[src/hdl/stst_pkg.sv]
// Shared types, codes and helpers of the sorted feed-time schedule table.
package stst_pkg;

  localparam int MAX_ENTRIES_DEF = 16;

  localparam int HOUR_W   = 5;
  localparam int MINUTE_W = 6;
  localparam int AMOUNT_W = 16;
  localparam int DM_W     = 11;

  localparam logic [HOUR_W-1:0]   HOUR_MAX     = 5'd23;
  localparam logic [MINUTE_W-1:0] MINUTE_MAX   = 6'd59;
  localparam logic [DM_W-1:0]     MIN_PER_HOUR = 11'd60;

  localparam int IN_DATA_W  = 32;
  localparam int OUT_DATA_W = 40;

  localparam logic [2:0] OP_INSERT  = 3'd0;
  localparam logic [2:0] OP_REMOVE  = 3'd1;
  localparam logic [2:0] OP_ADVANCE = 3'd2;
  localparam logic [2:0] OP_CLEAR   = 3'd3;
  localparam logic [2:0] OP_READ    = 3'd4;

  localparam logic [2:0] ST_OK      = 3'd0;
  localparam logic [2:0] ST_RANGE   = 3'd1;
  localparam logic [2:0] ST_DUP     = 3'd2;
  localparam logic [2:0] ST_FULL    = 3'd3;
  localparam logic [2:0] ST_MISSING = 3'd4;
  localparam logic [2:0] ST_EMPTY   = 3'd5;

  typedef struct packed {
    logic [AMOUNT_W-1:0] amount;
    logic [MINUTE_W-1:0] minute;
    logic [HOUR_W-1:0]   hour;
  } entry_t;

  function automatic logic [DM_W-1:0] day_minute(input logic [HOUR_W-1:0] h,
                                                 input logic [MINUTE_W-1:0] m);
    day_minute = DM_W'(h) * MIN_PER_HOUR + DM_W'(m);
  endfunction

endpackage

[src/hdl/sorted_time_schedule_table_core.sv]
// Sorted feed-time schedule table with cursor, held in one synchronous memory.
//
// One word in, one word out per operation; a new word is taken only while the block
// is idle, but it is taken while the previous result still waits on the output side.
// The entries live in one memory with one write port and one registered read port,
// so the scan and the shift each move one entry per cycle. An insert scans for its
// place, shifts the later entries up and writes the new entry; a remove scans and
// shifts the later entries down; a duplicate, full-table or missing case stops after
// the scan; advance, clear, read and an out-of-range insert skip the scan. Every
// operation then reads the entry under the cursor and waits for the output register.
// Entries are never cleared after reset; only entries below the count are used.
module sorted_time_schedule_table_core #(
  parameter int MAX_ENTRIES = stst_pkg::MAX_ENTRIES_DEF
) (
  input  logic                             clk,
  input  logic                             rst,
  input  logic                             s_axis_tvalid,
  output logic                             s_axis_tready,
  // op[2:0], hour[7:3], minute[13:8], amount[29:14], zero[31:30]
  input  logic [stst_pkg::IN_DATA_W-1:0]   s_axis_tdata,
  output logic                             m_axis_tvalid,
  input  logic                             m_axis_tready,
  // status[2:0], position[6:3], entry_count[11:7], current_valid[12],
  // current_hour[17:13], current_minute[23:18], current_amount[39:24]
  output logic [stst_pkg::OUT_DATA_W-1:0]  m_axis_tdata
);

  localparam int IDX_W = (MAX_ENTRIES > 1) ? $clog2(MAX_ENTRIES) : 1;
  localparam int CNT_W = $clog2(MAX_ENTRIES + 1);
  localparam logic [CNT_W-1:0] CNT_MAX = CNT_W'(MAX_ENTRIES);

  localparam logic [2:0] S_IDLE  = 3'd0;
  localparam logic [2:0] S_SCAN  = 3'd1;
  localparam logic [2:0] S_SHIFT = 3'd2;
  localparam logic [2:0] S_WRNEW = 3'd3;
  localparam logic [2:0] S_RDCUR = 3'd4;
  localparam logic [2:0] S_FIN   = 3'd5;

  logic [2:0] state;

  // latched input word
  logic [2:0]                      op_r;
  logic [stst_pkg::HOUR_W-1:0]     hour_r;
  logic [stst_pkg::MINUTE_W-1:0]   minute_r;
  logic [stst_pkg::AMOUNT_W-1:0]   amount_r;

  logic [CNT_W-1:0] stored_count;
  logic [IDX_W-1:0] cursor;
  logic [IDX_W-1:0] pos;
  logic [2:0]       status;

  logic [CNT_W-1:0] idx;
  logic             chk_vld;
  logic [IDX_W-1:0] chk_idx;
  logic [CNT_W-1:0] sidx;
  logic [CNT_W-1:0] n_left;
  logic             mv_vld;
  logic [IDX_W-1:0] mv_dst;
  logic             m_valid;
  logic [stst_pkg::OUT_DATA_W-1:0] m_data;
  logic             fin_go;

  stst_pkg::entry_t entry_store [MAX_ENTRIES];
  stst_pkg::entry_t rd_data;
  stst_pkg::entry_t wr_data;
  logic [IDX_W-1:0] rd_addr;
  logic [IDX_W-1:0] wr_addr;
  logic             wr_en;

  // decoded input word
  logic [2:0]                    in_op;
  logic [stst_pkg::HOUR_W-1:0]   in_hour;
  logic [stst_pkg::MINUTE_W-1:0] in_minute;
  logic [stst_pkg::AMOUNT_W-1:0] in_amount;

  logic                   is_insert;
  logic [stst_pkg::DM_W-1:0] stored_dm;
  logic [stst_pkg::DM_W-1:0] in_dm;
  logic                   hit;
  logic                   scan_end;
  logic                   full;
  logic [CNT_W-1:0]       pos_cand;
  logic [CNT_W-1:0]       cnt_dec;
  logic [CNT_W-1:0]       cur_ext;
  logic [CNT_W-1:0]       cur_inc;
  logic [IDX_W-1:0]       adv_cursor;
  logic [IDX_W-1:0]       ins_cursor;
  logic [IDX_W-1:0]       rm_c1;
  logic [IDX_W-1:0]       rm_cursor;
  logic [CNT_W-1:0]       dst_up;
  logic [CNT_W-1:0]       dst_dn;
  logic [31:0]            pos_ext;
  logic [31:0]            cnt_ext;
  logic                   cur_valid;

  assign in_op     = s_axis_tdata[2:0];
  assign in_hour   = s_axis_tdata[7:3];
  assign in_minute = s_axis_tdata[13:8];
  assign in_amount = s_axis_tdata[29:14];

  assign s_axis_tready = (state == S_IDLE);
  assign m_axis_tvalid = m_valid;
  assign m_axis_tdata  = m_data;

  assign fin_go = (state == S_FIN) && (!m_valid || m_axis_tready);

  always_comb begin
    is_insert = (op_r == stst_pkg::OP_INSERT);
    stored_dm = stst_pkg::day_minute(rd_data.hour, rd_data.minute);
    in_dm     = stst_pkg::day_minute(hour_r, minute_r);
    hit       = chk_vld && (is_insert ? (stored_dm >= in_dm)
                                      : (rd_data.hour == hour_r &&
                                         rd_data.minute == minute_r));
    scan_end  = !chk_vld && (idx >= stored_count);
    full      = (stored_count == CNT_MAX);
    pos_cand  = hit ? CNT_W'(chk_idx) : stored_count;
    cnt_dec   = stored_count - CNT_W'(1);
    cur_ext   = CNT_W'(cursor);
    cur_inc   = cur_ext + CNT_W'(1);
    adv_cursor = (cur_inc >= stored_count) ? '0 : cur_inc[IDX_W-1:0];
    if (stored_count == '0) begin
      ins_cursor = '0;
    end else if (cursor >= pos) begin
      ins_cursor = cursor + IDX_W'(1);
    end else begin
      ins_cursor = cursor;
    end
    rm_c1     = (cursor > pos) ? cursor - IDX_W'(1) : cursor;
    rm_cursor = (CNT_W'(rm_c1) >= cnt_dec) ? '0 : rm_c1;
    dst_up    = sidx + CNT_W'(1);
    dst_dn    = sidx - CNT_W'(1);
    pos_ext   = 32'(pos);
    cnt_ext   = 32'(stored_count);
    cur_valid = (stored_count != '0);
  end

  // memory port control
  always_comb begin
    unique case (state)
      S_SCAN:  rd_addr = idx[IDX_W-1:0];
      S_SHIFT: rd_addr = sidx[IDX_W-1:0];
      default: rd_addr = cursor;
    endcase
    wr_en   = (state == S_SHIFT && mv_vld) || (state == S_WRNEW);
    wr_addr = (state == S_WRNEW) ? pos : mv_dst;
    if (state == S_WRNEW) begin
      wr_data.hour   = hour_r;
      wr_data.minute = minute_r;
      wr_data.amount = amount_r;
    end else begin
      wr_data = rd_data;
    end
  end

  always_ff @(posedge clk) begin
    rd_data <= entry_store[rd_addr];
    if (wr_en) begin
      entry_store[wr_addr] <= wr_data;
    end
  end

  always_ff @(posedge clk) begin
    if (rst) begin
      state        <= S_IDLE;
      stored_count <= '0;
      cursor       <= '0;
      m_valid      <= 1'b0;
      chk_vld      <= 1'b0;
      mv_vld       <= 1'b0;
    end else begin
      if (fin_go) begin
        m_valid <= 1'b1;
      end else if (m_axis_tready) begin
        m_valid <= 1'b0;
      end
      unique case (state)
        S_IDLE: begin
          if (s_axis_tvalid) begin
            op_r     <= in_op;
            hour_r   <= in_hour;
            minute_r <= in_minute;
            amount_r <= in_amount;
            pos      <= '0;
            idx      <= '0;
            chk_vld  <= 1'b0;
            status   <= stst_pkg::ST_OK;
            state    <= S_RDCUR;
            unique case (in_op)
              stst_pkg::OP_INSERT: begin
                if (in_hour > stst_pkg::HOUR_MAX || in_minute > stst_pkg::MINUTE_MAX) begin
                  status <= stst_pkg::ST_RANGE;
                end else begin
                  state <= S_SCAN;
                end
              end
              stst_pkg::OP_REMOVE: state <= S_SCAN;
              stst_pkg::OP_ADVANCE: begin
                if (stored_count == '0) begin
                  cursor <= '0;
                  status <= stst_pkg::ST_EMPTY;
                end else begin
                  cursor <= adv_cursor;
                end
              end
              stst_pkg::OP_CLEAR: begin
                stored_count <= '0;
                cursor       <= '0;
              end
              default: begin
                if (stored_count == '0) begin
                  status <= stst_pkg::ST_EMPTY;
                end
              end
            endcase
          end
        end
        S_SCAN: begin
          if (hit || scan_end) begin
            chk_vld <= 1'b0;
            mv_vld  <= 1'b0;
            pos     <= pos_cand[IDX_W-1:0];
            if (is_insert) begin
              if (hit && stored_dm == in_dm) begin
                status <= stst_pkg::ST_DUP;
                pos    <= '0;
                state  <= S_RDCUR;
              end else if (full) begin
                status <= stst_pkg::ST_FULL;
                pos    <= '0;
                state  <= S_RDCUR;
              end else begin
                // open a gap at the insert point, top entry first
                sidx   <= cnt_dec;
                n_left <= stored_count - pos_cand;
                state  <= S_SHIFT;
              end
            end else if (hit) begin
              // close the gap, lowest entry first
              sidx   <= pos_cand + CNT_W'(1);
              n_left <= cnt_dec - pos_cand;
              state  <= S_SHIFT;
            end else begin
              status <= stst_pkg::ST_MISSING;
              pos    <= '0;
              state  <= S_RDCUR;
            end
          end else if (idx < stored_count) begin
            chk_vld <= 1'b1;
            chk_idx <= idx[IDX_W-1:0];
            idx     <= idx + CNT_W'(1);
          end else begin
            chk_vld <= 1'b0;
          end
        end
        S_SHIFT: begin
          if (n_left != '0) begin
            mv_vld <= 1'b1;
            mv_dst <= is_insert ? dst_up[IDX_W-1:0] : dst_dn[IDX_W-1:0];
            sidx   <= is_insert ? dst_dn : dst_up;
            n_left <= n_left - CNT_W'(1);
          end else begin
            mv_vld <= 1'b0;
            if (!mv_vld) begin
              if (is_insert) begin
                state <= S_WRNEW;
              end else begin
                stored_count <= cnt_dec;
                cursor       <= rm_cursor;
                state        <= S_RDCUR;
              end
            end
          end
        end
        S_WRNEW: begin
          stored_count <= stored_count + CNT_W'(1);
          cursor       <= ins_cursor;
          state        <= S_RDCUR;
        end
        S_RDCUR: state <= S_FIN;
        S_FIN: begin
          // hold the result until the output register is free
          if (fin_go) begin
            m_data[2:0]  <= status;
            m_data[6:3]  <= pos_ext[3:0];
            m_data[11:7] <= cnt_ext[4:0];
            m_data[12]   <= cur_valid;
            m_data[17:13] <= cur_valid ? rd_data.hour : '0;
            m_data[23:18] <= cur_valid ? rd_data.minute : '0;
            m_data[39:24] <= cur_valid ? rd_data.amount : '0;
            state        <= S_IDLE;
          end
        end
        default: state <= S_IDLE;
      endcase
    end
  end

  a_count_bound: assert property (@(posedge clk) disable iff (rst)
    stored_count <= CNT_MAX)
    else $error("entry count above table size");

  a_cursor_in_table: assert property (@(posedge clk) disable iff (rst)
    (stored_count != '0) |-> (CNT_W'(cursor) < stored_count))
    else $error("cursor beyond last entry");

  a_cursor_empty: assert property (@(posedge clk) disable iff (rst)
    (stored_count == '0) |-> (cursor == '0))
    else $error("cursor not zero on empty table");

  a_insert_grows: assert property (@(posedge clk) disable iff (rst)
    (state == S_WRNEW) |=> (stored_count == $past(stored_count) + CNT_W'(1)))
    else $error("insert did not grow the table by one");

  a_accept_leaves_idle: assert property (@(posedge clk) disable iff (rst)
    (s_axis_tvalid && s_axis_tready) |=> (state != S_IDLE))
    else $error("accepted word not processed");

endmodule

[config.mk]
export PLATFORM = sky130hd
export DESIGN_NAME = sorted_time_schedule_table_core
export DESIGN_NICKNAME = d
export VERILOG_FILES = /design/src/hdl/stst_pkg.sv /design/src/hdl/sorted_time_schedule_table_core.sv
export SDC_FILE = /design/constraint.sdc
export NUM_CORES = 1
export LEC_CHECK = 0
export BUFFER_PORTS_ARGS = -buffer_cell sky130_fd_sc_hd__buf_2
export CORE_ASPECT_RATIO = 0.5
export CORE_UTILIZATION = 45
export CTS_CLUSTER_DIAMETER = 30
export DETAILED_ROUTE_END_ITERATION = 10
export PLACE_DENSITY = 0.64
export SETUP_SLACK_MARGIN = 0.3
export SLEW_MARGIN = 10
export SYNTH_ARGS = -nofsm -noshare
export SYNTH_HDL_FRONTEND = slang
export SYNTH_SLANG_ARGS = --single-unit
[constraint.sdc]
create_clock -name clk -period 13.22 [get_ports clk]
set_clock_uncertainty 0.15 [all_clocks]
set_input_delay 0.661 -clock clk [delete_from_list [all_inputs] [get_ports clk]]
set_output_delay 0.661 -clock clk [all_outputs]
set_load 0.01 [all_outputs]
Word-level counts from Yosys, hierarchy flattened
Memory sizes are Yosys's and may differ from the RTL's. A register that Yosys moved wholly into a read port is not among the register bits.
Cells that the tools add are included.
Storage, ports and cells
  bits in registers: 115
  bits in writable memories: 432
  output and inout port bits: 42
  word-level logic and storage cells: 196
  memories: 1
Memory list
  entry_store: words 16, bits a word 27, read ports 1, clocked after memory_dff 1, write ports 1, RTL line sorted_time_schedule_table_core.sv:63  | stst_pkg::entry_t entry_store [MAX_ENTRIES];
Cells by class
  add/sub/neg operators: 14
  multipliers: 2
  order comparisons: 9
  equal/unequal tests: 29
  muxes and demuxes: 84
  bitwise logic cells: 2
  reductions and logical operators: 36
Operators with widths (count)
  two-way mux 5 bit: 22
  two-way mux 4 bit: 18
  two-way mux 3 bit: 18
  case mux 5 bit (2 select lines): 3
  two-way mux 27 bit: 1
  case mux 4 bit (2 select lines): 3
  adder 11 x 6 -> 11 bit: 2
  adder 5 x 1 -> 5 bit, second input constant: 4
  multiplier 5 x 4 -> 9 bit, second input constant: 2
  case mux 3 bit (2 select lines): 3
  case mux 3 bit (6 select lines): 1
  inequality test 2 bit, second input constant: 8
  inequality test 3 bit, second input constant: 5
  case mux 5 bit (3 select lines): 1
  subtractor 5 x 1 -> 5 bit, second input constant: 3
  AND reduction 7 bit: 2
  == test 3 x 2 -> 1 bit, second input constant: 4
  case mux 4 bit (3 select lines): 1
  AND reduction 6 bit: 2
  == test 11 bit: 1
  greater-or-equal comparator 11 bit: 1
  two-way mux 1 bit: 11
  greater-or-equal comparator 5 bit: 2
  AND reduction 5 bit: 2
  32 further kinds: 56

Logic depth before layout (Yosys ltp)
Gate-level depths: netlist of the first run.
  word-level depth: 12
  gate-level depth with buffers: 28
  mapped depth without buffers: 27

Worst setup path before layout of the first run
No wires, ideal clock.
  path type: reg-to-reg
  start: reg hour_r[0] in the netlist's numbering
  end: reg n_left[4], data pin
  arrival: 5695 ps
  setup slack: 7105 ps
  cell stages (with the launch flop): 26
  buffers on the path: 1
  path through: edfxtp_1 > fa_1 > inv_1 > fa_1 > inv_1 > fa_1 > ha_1 > o21ai_0 > nand2b_1 > nand3_1 > nor3_1 > xnor2_1 > ha_1 > and4_1 > and3b_1 > o311ai_1 > nand3_1 > clkbuf_1 > o21ai_0 > inv_1 > fa_1 > a21o_1 > a21oi_1 > xor2_1 > xnor2_1 > o21ai_0
On the way
  cells in the longest elaborated chain, start to end: 12
RTL lines
  start, declared: RTL line sorted_time_schedule_table_core.sv:43  | logic [stst_pkg::HOUR_W-1:0] hour_r;
  start signal, assigned: RTL line sorted_time_schedule_table_core.sv:180  | hour_r <= in_hour;
  multiplier 5 x 4 -> 9 bit: RTL line stst_pkg.sv:39  | day_minute = DM_W'(h) * MIN_PER_HOUR + DM_W'(m);
  adder 11 x 6 -> 11 bit: RTL line stst_pkg.sv:39
  greater-or-equal comparator 11 bit: RTL line sorted_time_schedule_table_core.sv:111  | hit = chk_vld && (is_insert ? (stored_dm >= in_dm)
  two-way mux 1 bit (*): RTL line sorted_time_schedule_table_core.sv:111
  logical AND 1 bit (*): RTL line sorted_time_schedule_table_core.sv:111
  two-way mux 5 bit (*): RTL line sorted_time_schedule_table_core.sv:116  | pos_cand = hit ? CNT_W'(chk_idx) : stored_count;
  subtractor 5 bit: RTL line sorted_time_schedule_table_core.sv:234  | n_left <= stored_count - pos_cand;
  two-way mux 5 bit: RTL line sorted_time_schedule_table_core.sv:227  | end else if (full) begin
  two-way mux 5 bit: RTL line sorted_time_schedule_table_core.sv:223  | if (hit && stored_dm == in_dm) begin
  two-way mux 5 bit (*): RTL line sorted_time_schedule_table_core.sv:222  | if (is_insert) begin
  two-way mux 5 bit (*): RTL line sorted_time_schedule_table_core.sv:218  | if (hit || scan_end) begin
  case mux 5 bit (2 select lines) (*): RTL line sorted_time_schedule_table_core.sv:176  | unique case (state)
  end signal, assigned: RTL line sorted_time_schedule_table_core.sv:234
  end signal, assigned: RTL line sorted_time_schedule_table_core.sv:240  | n_left <= cnt_dec - pos_cand;
  end signal, assigned: RTL line sorted_time_schedule_table_core.sv:260  | n_left <= n_left - CNT_W'(1);
  end, declared: RTL line sorted_time_schedule_table_core.sv:56  | logic [CNT_W-1:0] n_left;
Mark *: on every way between the ends. The rest lies on a longest branch, timed or not. The select of a mux whose other input is x is not followed.
A chain may end at the register's enable or synchronous reset.

Worst setup path after layout of the first run
Same ends and word-level chain as after synthesis.

==> results of run 1 <==
==> path summary, 6_finish.rpt <==
path | start | endpoint | slack, ns | cells after the start
min | s_axis_tdata[17] | amount_r[3] | 0.06 | 1
min reg2reg | status[0] | m_axis_tdata[0] | 0.27 | 0
max reg2reg | hour_r[0] | n_left[4] | 5.78 | 25
max | hour_r[0] | n_left[4] | 5.78 | 25
==> layer usage <==
layer / vias to the layer above / GRT usage
li1: 6011 / -
met1: 6921 / 0.281
met2: 457 / 0.341
met3: 96 / 0.0371
met4: 0 / 0.0569
met5: - / 0
==> power groups by stage <==
stage	Combinational, mW	Sequential, mW	Clock [mW]
finish	1.20	2.22	2.21
global route	1.37	2.23	2.31
CTS	1.21	2.22	2.24
detailed placement	1.20	2.26	0
global placement	1.16	2.26	0
floorplan	0.942	2.23	0
==> sequential cells by signal (all words and copies together), names as in the netlist <==
register / count
mv_vld: 1
mv_dst: 4
hour_r: 5
pos: 4
status: 3
rd_data: 27
m_axis_tvalid: 1
stored_count: 5
chk_vld: 1
state: 3
chk_idx: 4
n_left: 5
idx: 5
cursor: 4
entry_store: 432
amount_r: 16
minute_r: 6
op_r: 3
sidx: 4
m_axis_tdata: 40
==> metrics by stage <==
step / setup WS (ns) / std cells
floorplan: 7.11 / 1459
global placement: 6.09 / 2220
detailed placement: 5.85 / 2220
CTS: 5.79 / 2369
global route: 5.27 / 2369
finish: 5.78 / 2369
==> cell families (layout without fill, tap and decap cells) <==
logic type	Yosys count	in the layout
flip-flops	573	573
AND/OR/NAND/NOR	262	262
AO/OA/AOI/OAI	202	202
multiplexers	138	138
buffers and inverters	131	328
adder cells (fa/ha/maj)	92	92
XOR/XNOR	61	61
==> synth_stat cells (7+ instances only) <==
| library cell | count |
|---|---|
| o21ai_0 | 27 |
| fa_1 | 17 |
| nand3_1 | 19 |
| a31oi_1 | 7 |
| mux2_2 | 22 |
| nor3_1 | 24 |
| clkbuf_1 | 25 |
| ha_1 | 75 |
| nor2_1 | 64 |
| mux2i_1 | 8 |
| nand2b_1 | 8 |
| mux4_2 | 108 |
| inv_1 | 68 |
| buf_2 | 19 |
| and2_1 | 21 |
| nor2b_1 | 12 |
| edfxtp_1 | 531 |
| dfxtp_1 | 42 |
| a22oi_1 | 56 |
| xor2_1 | 29 |
| and3_1 | 10 |
| xnor2_1 | 32 |
| nand2_1 | 71 |
| a21oi_1 | 51 |
==> cell usage in the layout, fill, tap and decap left out, drive strengths merged, types with 7 or more instances in the layout <==
cell,instances
and3,10
and2,21
ha,75
fa,17
nor3,26
o21ai,32
inv,89
buf,108
a31oi,7
mux2i,8
a22oi,56
nor2,69
mux2,22
edfxtp,531
clkbuf,86
clkinv,23
bufinv,11
mux4,108
dfxtp,42
nand2b,8
xor2,29
nand3,20
xnor2,32
clkinvlp,11
nand2,72
a21oi,51
nor2b,13
==> layout make-up <==
type                       count  area, µm²  area share
clock buffer                  86       2050      0.0710
clock inverter                63        766      0.0266
inverter                      71        267     0.00925
multi-input combinational    755       7430       0.258
sequential                   573      16800       0.582
tap                          713        892      0.0310
timing repair buffer         108        636      0.0221
==> flow_summary.ini, run 1 <==
[run_status]
status = complete, no violations

[sta]
maxSlewHeadroom = 0.239
timing.final.crit_share = 0.562
slew_viol_final = 0
finalSetupTns_ns = 0
hold_viol = 0
timing.hold.ws_ns = 0.0628
rsz0062_at_grt = false
finalCriticalPeriod_ns = 7.44
setup_violations = 0
tightest_slew_ns = 1.14
max_freq_mhz = 134

[power_and_ir_drop]
p_leak_nw = 9.94
p_switching_mw = 1.59
power.share.clock = 0.392
combPwrFrac = 0.213
power.density_nw_per_um2 = 195
ir_drop_uv = 112
p_int_mw = 4.04
switching_share = 0.283
power_mw = 5.63
p_seq_frac = 0.395

[worst_setup_path]
crit_path_frequent_cell = fa_1
crit_family = adder cells
endpoint_kind = flop
cp_max_fo = 12
crit_type = flop to flop
cp_slowest_cell = fa_1
slowest_delay_ns = 0.61
crit_arrival_ns = 7.58
crit_buf_inv = 3
startpoint_type = flop
required_ns = 13.36

[clocking]
cts_tree = built
clkSinkCount = 573
cts_resized = 0
cts_hold_buf = 0
path_clk_slew_ns = 0.06
postCtsSetupBuffers = 0
numCtsBuffers = 80
cts.path.max_buffers = 3
h-tree-depth = 3
clk-insertion-delay-late_ns = 0.61
root_buffer = clkbuf_16

[synth]
ys_ff_latch = 573
syn_area_um2 = 24600
synth_ff_type = edfxtp_1
synth_compound_area_frac = 0.0565
synth_xor_area_frac = 0.0217
synth_top_family_by_area = multiplexers
synth.area.top_cells = edfxtp_1 (65%), mux4_2 (9.9%), ha_1 (3.8%)
synth_cell_types = 73
syn_inst = 1459
yosys.area_share.simple = 0.0532
synthMuxAreaShare = 0.112
synth_nets = 1587
seq_area_frac_synth = 0.682
synth_edf_count = 531
async_reset_ff_frac = 0
yosys.area.top_type = edfxtp_1
synth_top_area_frac = 0.647
avgSynthCellArea_um2 = 16.9
yosysWarnings = 0
synthAdderAreaFrac = 0.0519

[global_route]
gr-usage-all-layers = 0.206
overflow = 0
grt_pass1_wl_mm = 85.6
antenna_found_initial = 0
grt_pass1_vias = 14000
grt_max_degree = 109

[floorplanning]
die_w_um = 333
start_util = 0.457
pin_count = 78
die_y_um = 167
core_area_um2 = 53900
rows = 60
dieArea_um2 = 55700

[drt]
via_per_inst = 5.69
vias = 13500
route.met2.wl_mm = 27.6
drt_iter0_drc = 1524
postRouteWirelength_mm = 56.1
ant_nets = 0
m1WireLength_mm = 23.9
firstDrtPassIters = 7
wire_per_inst_um = 23.7
drc_errors = 0
wl_met3_mm = 3.38
route.top_layer_used = met4

[run]
cap_violations = 0

[place]
detailedPlacementHpwl_mm = 31.5
portBuffers = 75
place_area_um2 = 26000
routabilityCongestion = 0.895

[layout]
design_area_um2 = 28800
drive_gt1_frac = 0.252
diodes = 0
fin_util = 0.535
fillers = 4188
area_growth_syn_to_layout_pct = 17.0
layout.nets = 1717

[worst_hold_path]
hold_class = input port to flop
No activity file was read; power rests on OpenSTA's default activity.
==> run 2: changes to the inputs <==
Settings changed: PLACE_DENSITY 0.64 to 0.66.
Clock period 13.22 ns to 6 ns, I/O delays scaled along.
==> run 2 against run 1 <==
  * Sequential share of layout area fell by 2.3 points
  * Combinational power grew to 2.7 times the previous value
  * Worst setup slack worse by 5.7 ns
  * Hold slack better by 0.076 ns
  * Fmax is 26% higher
  * Via count up 3.2%
  * Power increased by 140%
  * Sequential power rose by 120%
  * Critical endpoint unchanged
  * Largest cell class unchanged
==> flow_summary.ini, run 2 (synthesis results as in run 1) <==
[run_status]
status = complete, no violations

[drt]
postRouteWirelength_mm = 57.6
wire_per_inst_um = 23.4
vias = 13900
drc_errors = 0
via_per_inst = 5.66
firstDrtPassIters = 5
drt_iter0_drc = 1365
ant_nets = 0

[layout]
most-common-layout-cells = edfxtp_1 (531), mux4_2 (108), clkbuf_16 (86), buf_2 (75), buf_4 (74)
stdcell_count = 2457
final_common_cell = edfxtp_1
design_area_um2 = 30000
largest-register = entry_store
diodes = 0
drive_gt1_frac = 0.300
area_growth_syn_to_layout_pct = 21.8
fillers = 4056
layout.nets = 1800
largest_register_ffs = 432

[worst_setup_path]
startpoint_type = flop
reg2reg_setup_slack_ns = 0.09
endpoint_kind = flop
r2r_end = n_left[4]
required_ns = 6.18
r2r_cells = 26
worstReg2RegStart = hour_r[0]
crit_type = flop to flop
crit_arrival_ns = 6.08
cp_max_fo = 7

[global_route]
busiest_layer = met2
overflow = 0
grt_pass1_vias = 14200
globalRouteMet1Util = 0.287
use_met3 = 0.0362
grt_pass1_wl_mm = 86.8
antenna_found_initial = 0
gr-usage-all-layers = 0.208
grt_max_degree = 80
grt_util_met2 = 0.336

[sta]
hold_viol = 0
slew_viol_final = 0
timing.final.crit_share = 0.985
max_freq_mhz = 169
tightest_slew_ns = 1.22
rsz0062_at_grt = true
finalCriticalPeriod_ns = 5.91
maxSlewHeadroom = 0.183
setup_violations = 0
setup_slack_ns = 0.0919

[floorplanning]
die_w_um = 333
dieArea_um2 = 55700
rows = 60
die_y_um = 167
start_util = 0.457
pin_count = 78
core_area_um2 = 53900

[place]
detailedPlacementHpwl_mm = 33.6
routabilityCongestion = 0.915
place_area_um2 = 26300
pre_cts_ws_ns = -0.147
portBuffers = 75
place_inst = 2253

[power_and_ir_drop]
p_leak_nw = 10.5
ir_drop_uv = 427
power.density_nw_per_um2 = 444

[clocking]
cts.path.max_buffers = 3
clk-insertion-delay-late_ns = 0.61
h-tree-depth = 3
cts_tree = built
clkSinkCount = 573
path_clk_slew_ns = 0.05
root_buffer = clkbuf_16
numCtsBuffers = 85

[worst_hold_path]
hold_class = input port to flop
worstHoldPathCells = 3
min_from = s_axis_tvalid
whs_endpoint = chk_vld

[run]
cap_violations = 0
-- run 2: changes by cell type in the layout (fill, tap and decap cells not counted), moves of 5 or more --
cell           delta
ha_1              -7
a21oi_1           -9
buf_4            +42
clkbuf_16         +5
dlygate4sd3_1    +32
inv_8             +7
ha_4              +6
o21ai_0           -8
a21oi_2           +8
-- run 2: final cells by class --
| cell class | count | area, µm² | share of cell area |
|---|---|---|---|
| flip-flops and latches | 573 | 16800 | 0.560 |
| multi-input cells | 755 | 7670 | 0.256 |
| clock buffers | 91 | 2180 | 0.0727 |
| repair buffers | 186 | 1330 | 0.0442 |
| well taps | 713 | 892 | 0.0297 |
| clock inverters | 68 | 872 | 0.0291 |
| inverters | 71 | 267 | 0.00888 |
-- run 2: per-layer routing --
| layer | vias to the layer above | part of all wire |
|---|---|---|
| li1 | 6170 | - |
| met1 | 7103 | 0.42 |
| met2 | 524 | 0.48 |
| met3 | 114 | 0.074 |
| met4 | 0 | 0.025 |
| met5 | - | 0 |
-- run 2: worst max path at each step --
| stage | start | to | slack [ns] |
|---|---|---|---|
| 2_1_floorplan | hour_r[2] | n_left[4] | 0.16 |
| 3_3_place_gp | hour_r[2] | n_left[4] | 0.04 |
| 3_5_place_dp | rd_data[0] | n_left[4] | -0.15 |
| 4_1_cts | hour_r[0] | n_left[4] | 0.04 |
| 5_1_grt | hour_r[0] | n_left[4] | -0.13 |
| 6_report | hour_r[0] | n_left[4] | 0.09 |
-- run 2: stage by stage --
| step | setup TNS [ns] | util | hold WS (ns) | power [mW] |
|---|---|---|---|---|
| detailed placement | -0.147 | 0.488 | 0.262 | 7.76 |
| global placement | 0 | 0.488 | 0.260 | 7.67 |
| floorplan | 0 | - | 0.249 | 7.01 |
| finish | 0 | 0.557 | 0.139 | 13.3 |
| global route | -0.226 | 0.557 | 0.114 | 13.9 |
| CTS | 0 | 0.554 | 0.114 | 13.2 |
-- run 2: worst max-delay path, stage by stage, from the launching register on --
cell      delay (ns)
edfxtp_1        0.42
fa_1            0.58
inv_1           0.06
fa_1            0.49
inv_2           0.06
fa_2            0.54
ha_4            0.20
nor2b_2         0.15
o21a_1          0.19
nand3_1         0.08
xnor2_1         0.08
ha_1            0.29
and4_4          0.21
and3b_2         0.22
o311ai_4        0.10
nand3_2         0.14
buf_6           0.16
nand2_1         0.07
o21ai_2         0.08
ha_2            0.20
inv_2           0.04
fa_2            0.33
a21o_1          0.20
a21oi_2         0.16
xor2_1          0.20
xnor2_1         0.14
o21ai_1         0.08
-- run 2: power by group --
part / total [mW] / internal, mW / switching [mW]
sequential: 4.87 / 4.77 / 0.0985
clock: 5.22 / 3.25 / 1.97
combinational: 3.25 / 1.46 / 1.79
-- run 2: repair_timing --
item                       CTS  global route
gates cloned                 0             0
hold buffers                32             0
hold endpoints to repair    40             0
resized for setup           20            25
setup endpoints to repair    5             6
pin swaps                   29            21
setup buffers                9             3
